--- src/design/ble_pkg.sv ---
// shared types, codes and defaults for the bounded list engine
package ble_pkg;

	localparam int unsigned DEF_CAPACITY = 16;
	localparam int unsigned VAL_W = 32;

	localparam logic [2:0] CMD_ADD_HEAD = 3'd0;
	localparam logic [2:0] CMD_ADD_TAIL = 3'd1;
	localparam logic [2:0] CMD_RM_HEAD  = 3'd2;
	localparam logic [2:0] CMD_PEEK     = 3'd3;
	localparam logic [2:0] CMD_SEARCH   = 3'd4;
	localparam logic [2:0] CMD_RM_KEY   = 3'd5;
	localparam logic [2:0] CMD_CLEAR    = 3'd6;

	localparam logic [1:0] ST_DONE   = 2'd0;
	localparam logic [1:0] ST_EMPTY  = 2'd1;
	localparam logic [1:0] ST_FULL   = 2'd2;
	localparam logic [1:0] ST_ABSENT = 2'd3;

	typedef struct packed {
		logic [2:0]              command;
		logic signed [VAL_W-1:0] item_value;
	} ble_req_t;

	typedef struct packed {
		logic signed [VAL_W-1:0] result_value;
		logic [1:0]              status;
		logic [4:0]              entry_count;
	} ble_rsp_t;

	typedef struct packed {
		logic                    add_head;
		logic                    add_tail;
		logic                    drop;
		logic                    clr;
		logic signed [VAL_W-1:0] data;
	} ble_ctl_t;

endpackage

--- src/design/ble_cell.sv ---
// one list cell: holds an entry, compares it with the key and shifts with its neighbours
module ble_cell (
	input  logic                              clk,
	input  logic                              arst_n,
	input  ble_pkg::ble_ctl_t                 ctl,
	input  logic signed [ble_pkg::VAL_W-1:0]  left_value,
	input  logic                              left_valid,
	input  logic signed [ble_pkg::VAL_W-1:0]  right_value,
	input  logic                              right_valid,
	input  logic                              match_in,
	output logic                              match_out,
	output logic signed [ble_pkg::VAL_W-1:0]  value,
	output logic                              valid
);
	import ble_pkg::*;

	logic signed [VAL_W-1:0] value_q;
	logic                    valid_q;
	logic                    hit;
	logic                    shift;

	assign hit       = valid_q && (value_q == ctl.data);
	assign match_out = match_in || hit;
	assign shift     = ctl.drop && match_out;
	assign value     = value_q;
	assign valid     = valid_q;

	always_ff @(posedge clk or negedge arst_n) begin
		if (!arst_n) begin
			valid_q <= 1'b0;
		end else if (ctl.clr) begin
			valid_q <= 1'b0;
		end else if (ctl.add_head) begin
			valid_q <= left_valid;
		end else if (ctl.add_tail && !valid_q && left_valid) begin
			valid_q <= 1'b1;
		end else if (shift) begin
			valid_q <= right_valid;
		end
	end

	always_ff @(posedge clk) begin
		if (ctl.add_head) begin
			value_q <= left_value;
		end else if (ctl.add_tail && !valid_q && left_valid) begin
			value_q <= ctl.data;
		end else if (shift) begin
			value_q <= right_value;
		end
	end

endmodule

--- src/design/bounded_list_engine.sv ---
// top level: command decode, cell row, entry count and result register
//
//  channel | valid     | stall     | payload
//  request | req_valid | req_stall | req (command, item_value)
//  result  | rsp_valid | rsp_stall | rsp (result_value, status, entry_count)
//
// one command per cycle while the result is not stalled; its result is registered and shown the next cycle
// the key match ripples through the cell row, so the row length sets the path
// reset empties the list at once
// a request is stalled only while a result is held and stalled itself
module bounded_list_engine #(
	parameter int unsigned CAPACITY = ble_pkg::DEF_CAPACITY
) (
	input  logic              clk,
	input  logic              arst_n,
	input  logic              req_valid,
	output logic              req_stall,
	input  ble_pkg::ble_req_t req,
	output logic              rsp_valid,
	input  logic              rsp_stall,
	output ble_pkg::ble_rsp_t rsp
);
	import ble_pkg::*;

	localparam int unsigned CNT_W = $clog2(CAPACITY + 1);

	ble_ctl_t                ctl;
	logic                    fire;
	logic                    empty;
	logic                    full;
	logic                    found;
	logic [CNT_W-1:0]        count_q;
	logic [CNT_W-1:0]        count_d;
	ble_rsp_t                rsp_d;
	ble_rsp_t                rsp_q;
	logic                    rsp_valid_q;
	logic signed [VAL_W-1:0] cell_value [CAPACITY];
	logic [CAPACITY-1:0]     cell_valid;
	logic [CAPACITY:0]       chain;

	assign req_stall = rsp_valid_q && rsp_stall;
	assign fire      = req_valid && !req_stall;
	assign empty     = (count_q == '0);
	assign full      = (count_q == CNT_W'(CAPACITY));
	assign chain[0]  = (req.command == CMD_RM_HEAD);
	assign found     = chain[CAPACITY];

	always_comb begin
		ctl.add_head = fire && (req.command == CMD_ADD_HEAD) && !full;
		ctl.add_tail = fire && (req.command == CMD_ADD_TAIL) && !full;
		ctl.drop     = fire && (((req.command == CMD_RM_HEAD) && !empty)
		               || (req.command == CMD_RM_KEY));
		ctl.clr      = fire && (req.command == CMD_CLEAR);
		ctl.data     = req.item_value;
	end

	for (genvar i = 0; i < CAPACITY; i++) begin : g_cell
		logic signed [VAL_W-1:0] lv;
		logic                    lvd;
		logic signed [VAL_W-1:0] rv;
		logic                    rvd;
		if (i == 0) begin : g_first
			assign lv  = req.item_value;
			assign lvd = 1'b1;
		end else begin : g_mid
			assign lv  = cell_value[i-1];
			assign lvd = cell_valid[i-1];
		end
		if (i == CAPACITY - 1) begin : g_last
			assign rv  = '0;
			assign rvd = 1'b0;
		end else begin : g_inner
			assign rv  = cell_value[i+1];
			assign rvd = cell_valid[i+1];
		end
		ble_cell u_cell (
			.clk         (clk),
			.arst_n      (arst_n),
			.ctl         (ctl),
			.left_value  (lv),
			.left_valid  (lvd),
			.right_value (rv),
			.right_valid (rvd),
			.match_in    (chain[i]),
			.match_out   (chain[i+1]),
			.value       (cell_value[i]),
			.valid       (cell_valid[i])
		);
	end

	always_comb begin
		count_d            = count_q;
		rsp_d.result_value = '0;
		rsp_d.status       = ST_DONE;
		unique case (req.command) inside
			CMD_ADD_HEAD, CMD_ADD_TAIL: begin
				if (full) begin
					rsp_d.status = ST_FULL;
				end else begin
					count_d = count_q + 1'b1;
				end
			end
			CMD_RM_HEAD: begin
				if (empty) begin
					rsp_d.status = ST_EMPTY;
				end else begin
					rsp_d.result_value = cell_value[0];
					count_d            = count_q - 1'b1;
				end
			end
			CMD_PEEK: begin
				if (empty) begin
					rsp_d.status = ST_EMPTY;
				end else begin
					rsp_d.result_value = cell_value[0];
				end
			end
			CMD_SEARCH: begin
				if (empty) begin
					rsp_d.status = ST_EMPTY;
				end else if (!found) begin
					rsp_d.status = ST_ABSENT;
				end
			end
			CMD_RM_KEY: begin
				if (empty) begin
					rsp_d.status = ST_EMPTY;
				end else if (!found) begin
					rsp_d.status = ST_ABSENT;
				end else begin
					count_d = count_q - 1'b1;
				end
			end
			CMD_CLEAR: begin
				count_d = '0;
			end
			default: begin
			end
		endcase
		rsp_d.entry_count = 5'(count_d);
	end

	always_ff @(posedge clk or negedge arst_n) begin
		if (!arst_n) begin
			count_q     <= '0;
			rsp_valid_q <= 1'b0;
		end else begin
			if (fire) begin
				count_q     <= count_d;
				rsp_valid_q <= 1'b1;
			end else if (!rsp_stall) begin
				rsp_valid_q <= 1'b0;
			end
		end
	end

	always_ff @(posedge clk) begin
		if (fire) begin
			rsp_q <= rsp_d;
		end
	end

	assign rsp_valid = rsp_valid_q;
	assign rsp       = rsp_q;

	a_count_cells: assert property (@(posedge clk) disable iff (!arst_n)
		$countones(cell_valid) == 32'(count_q))
		else $error("entry count differs from occupied cells");

	a_head_first: assert property (@(posedge clk) disable iff (!arst_n)
		!empty |-> cell_valid[0])
		else $error("non-empty list without a head cell");

	a_fire_rsp: assert property (@(posedge clk) disable iff (!arst_n)
		fire |=> rsp_valid)
		else $error("accepted command gave no result");

	a_full_count: assert property (@(posedge clk) disable iff (!arst_n)
		rsp_valid && (rsp.status == ST_FULL) |-> full)
		else $error("full status while list has room");

endmodule
--- config.mk ---
export PLATFORM = sky130hd
export DESIGN_NAME = bounded_list_engine
export DESIGN_NICKNAME = d
export VERILOG_FILES = /design/src/design/ble_pkg.sv /design/src/design/ble_cell.sv /design/src/design/bounded_list_engine.sv
export SDC_FILE = /design/constraint.sdc
export NUM_CORES = 2
export LEC_CHECK = 0
export BUFFER_PORTS_ARGS = -buffer_cell sky130_fd_sc_hd__buf_2
export CORE_ASPECT_RATIO = 1.75
export CORE_UTILIZATION = 40
export DETAILED_ROUTE_END_ITERATION = 8
export GPL_TIMING_DRIVEN = 0
export PLACE_DENSITY = 0.65
export SLEW_MARGIN = 10
export SYNTH_ARGS = -nofsm -noshare
export SYNTH_HDL_FRONTEND = slang
export SYNTH_SLANG_ARGS = --single-unit
--- constraint.sdc ---
create_clock -name clk -period 7 [get_ports clk]
set_input_delay 0.35 -clock clk [delete_from_list [all_inputs] [get_ports clk]]
set_output_delay 0.35 -clock clk [all_outputs]
set_load 0.05 [all_outputs]
==> results.ini <==
[power]
sw_share_pct=29.36
total_switching_power_w=0.002587
peakVddDrop_mv=0.1887
cellPowerDensity_nw_per_um2=222.9
clock_power_share_pct=39.3
share_comb_of_total_power_pct=14.9
leakagePower_nw=11.81
p_int_w=0.006225
seq_power_share_pct=45.8

[yosys]
share_of_the_yosys_chip_area_belonging_to_registers_pct=48.35
synth_compound_area_share_pct=9.084
netlist-cell-type-count=64
synth-simple-area-share_pct=11.60
muxShareOfSynthArea_pct=13.82
synth-warning-count=0
synthesis.area_um2=35360
syn_inst=3352
async_flop_share_pct=3.839
ys_dominant_reg_cell=edfxtp_1
combinational_family_with_the_most_area_after_synthesis=multiplexers
synth_nets=3393
synth-edff-count=551
post_synth_xor_area_fraction_pct=12.62
ys_seq_elements=573
synthesized_area_fraction_occupied_by_adder_cells_pct=0.07078
mean_cell_area_of_the_mapped_netlist_um2=10.55

[layout]
layout_common_cells=edfxtp_1 (551), nand2_1 (496), o21ai_0 (473)
fin_cells=4692
area_growth_syn_to_layout_pct=11.83
layout_commonest_cell=edfxtp_1
layout_net_count=3517
post_route_cells_drive_above_1_share_pct=10.05
post-route-util_pct=45.38

[critical_path]
r2r_setup_slack_ns=1.52
crit_path_top_delay_cell=xnor2_1
worst-path-buf-inv=3
timing.critical_path.to_type=flop
path_class=reg2reg
timing.critical_path.cells=xnor2_1, nand4_1, nor4b_1, and4_1, a41o_1, nor4b_2, buf_4, and2_4, buf_2, o21ai_4, buf_12
cp_data_required_time_ns=7.34
worst_setup_start_kind=flop
critical_path_cell_count=11
critPathMaxStageDelay_ns=1.19
critical_path.reg2reg.endpoint=g_cell[15].u_cell.value[1]
beginning_of_the_critical_path=g_cell[9].u_cell.value[23]
timing.critical_path.fanout_max=24
critical-path-top-delay-family=simple AND/OR/NAND/NOR gates
worst_r2r_path_depth=11
timing.critical_path.to=g_cell[15].u_cell.value[1]
worstPathArrival_ns=5.83
regToRegStartpoint=g_cell[9].u_cell.value[23]

[outcome]
violations_in_the_final_reports=capacitance limit, slew limit
run_status=finished with violations

[run]
max_cap_viol_count=1

[floorplan]
std_cell_rows=143
die-area_um2=89630
num_io_pins=80
fp.dieW_um=226.7
fp.dieH_um=395.3
placeableCoreArea_um2=87130
initial_utilization_pct=40.58

[cts]
post-cts-setup-buffers=0
clock_tree.htree_level_count=2
root_buffer=clkbuf_16
numCtsBuffers=56
tritoncts_num_sinks=573
tritoncts=built
worst_skew_pair.late_latency_ns=0.68
clkSlewWorstSetupHoldPaths_ns=0.07
clock_path_buffers=3

[place]
final_wtd_congestion=1.111
setup_slack_at_placement_ns=1.628
dp.cells=4573
detailedPlacementHpwl_um=130200
numPortBuffers=46

[sta]
finalClockSkew_ns=0.04328
hold-worst-slack_ns=0.2177
hold_violations=0
setup_violations=0
grt_setup_unrepaired=no
worst-slew-pin-transition_ns=1.556
finalWorstPathRequiredPeriod_ns=5.484
period_share_pct=78.35
fmax_mhz=182.3
layout_setup_ws_ns=1.516
slew-limit-headroom_pct=-4.457
final-max-slew-violation-count=3

[route]
via_count=27760
drcViolationCount=0
routed_wire_length_per_instance_um=34.29
drt_wl_total_um=160900
detail_route.iter0.violations=2907
via_density=5.916
drtPass1Iterations=5
postRouteAntennaNets=0

[global_routing]
grt_antenna_before_repair=15
overflow=0
maximum_number_of_pins_on_one_net_before_global_route_repair=44
first_global_vias=27510
grt_use_total_pct=36.37
grt_pass1_wl_um=219300

[min_path]
holdCritPathClass=in2async

kinds of logic (layout without fill, tap and decap cells):
logic type | count (synthesis) | count (layout)
other cells | 0 | 8
xor+xnor | 507 | 507
mux | 484 | 484
simple gates | 878 | 878
compound gates | 582 | 582
buf+inv | 326 | 498
flops | 573 | 573
fa+ha+maj | 2 | 2
worst reg2reg max path: stages (launching register included):
cell and delay, ns:
edfxtp_1 0.43, xnor2_1 1.19, nand4_1 0.27, nor4b_1 0.57, and4_1 0.78, a41o_1 0.44
nor4b_2 0.12, buf_4 0.24, and2_4 0.18, buf_2 0.24, o21ai_4 0.44, buf_12 0.25
sequential cells by signal (all words and copies together) (netlist names):
signal	cells
count_q	5
g_cell.u_cell.valid	16
g_cell.u_cell.value	512
rsp	39
rsp_valid	1
area by class of cell:
class                           count  area [um^2]
Sequential cell                   573        17100
Timing Repair Buffer               66        541.8
Antenna cell                        8        20.02
Tap cell                         1160         1451
Fill cell                        8373        47590
Inverter                           15        57.56
Clock inverter                     45        546.8
Buffer                            311         1518
Multi-Input combinational cell   2453        16850
Clock buffer                       61         1463
synth_stat cells (all sizes together) (4+ instances only):
cell type / number / area share (%)
nand4: 80 / 1.4
inv: 14 / 0.15
and2: 37 / 0.66
nor3b: 15 / 0.32
nand2: 500 / 5.3
and3: 6 / 0.11
a221oi: 4 / 0.099
or3: 14 / 0.25
nand3: 37 / 0.52
a22o: 32 / 0.79
a211oi: 4 / 0.085
nand2b: 19 / 0.34
or4: 4 / 0.085
mux2i: 452 / 13
dfrtp: 22 / 1.6
nor4: 78 / 1.4
buf: 140 / 2.5
xnor2: 249 / 6.2
o211ai: 5 / 0.11
nor4b: 4 / 0.099
clkbuf: 171 / 1.8
a21oi: 19 / 0.27
edfxtp: 551 / 47
o22ai: 6 / 0.11
o21ai: 480 / 6.8
mux2: 32 / 1.0
nor2: 45 / 0.48
nor3: 27 / 0.40
xor2: 258 / 6.4
stage by stage:
| stage | total power [W] | instance area, um^2 | TNS, ns |
|---|---|---|---|
| finish | 0.008812 | 39540 | 0 |
| global route | 0.008970 | 39520 | 0 |
| CTS | 0.008748 | 39430 | 0 |
| detailed placement | 0.005345 | 37390 | 0 |
| global placement | 0.005317 | 37040 | -179.04 |
| floorplan | 0.004801 | 35360 | 0 |
power by group through the flow:
stage	combinational (W)	clock, W	sequential (W)
after CTS	0.00124	0.00347	0.00403
after global routing	0.00135	0.00357	0.00405
after detailed placement	0.00124	0	0.00411
after global placement	0.00121	0	0.00411
final	0.00131	0.00346	0.00404
after floorplan	0.000679	0	0.00412
worst min-delay path by stage:
stage / from / to / slack [ns] / depth (start not counted)
2_1_floorplan: arst_n / count_q[0] / 0.05 / 0
6_report: arst_n / g_cell[2].u_cell.valid / 0.22 / 2
4_1_cts: arst_n / g_cell[2].u_cell.valid / 0.20 / 2
5_1_grt: arst_n / count_q[2] / 0.27 / 2
3_5_place_dp: arst_n / count_q[2] / 0.37 / 1
3_3_place_gp: arst_n / count_q[1] / 0.37 / 1
layer usage:
metal	track usage [%]	part of all wire, %	up-vias
met5	0	0.027	-
met4	46.95	16	6
met3	8.156	5.9	611
met2	58.92	48	1351
met1	33.72	31	13470
li1	-	-	12320
repair_timing:
action	CTS	global route
hold buffers	3	0
endpoints found under the hold margin	23	0
resized for setup	0	0
Power figures use the tool's default switching activity.
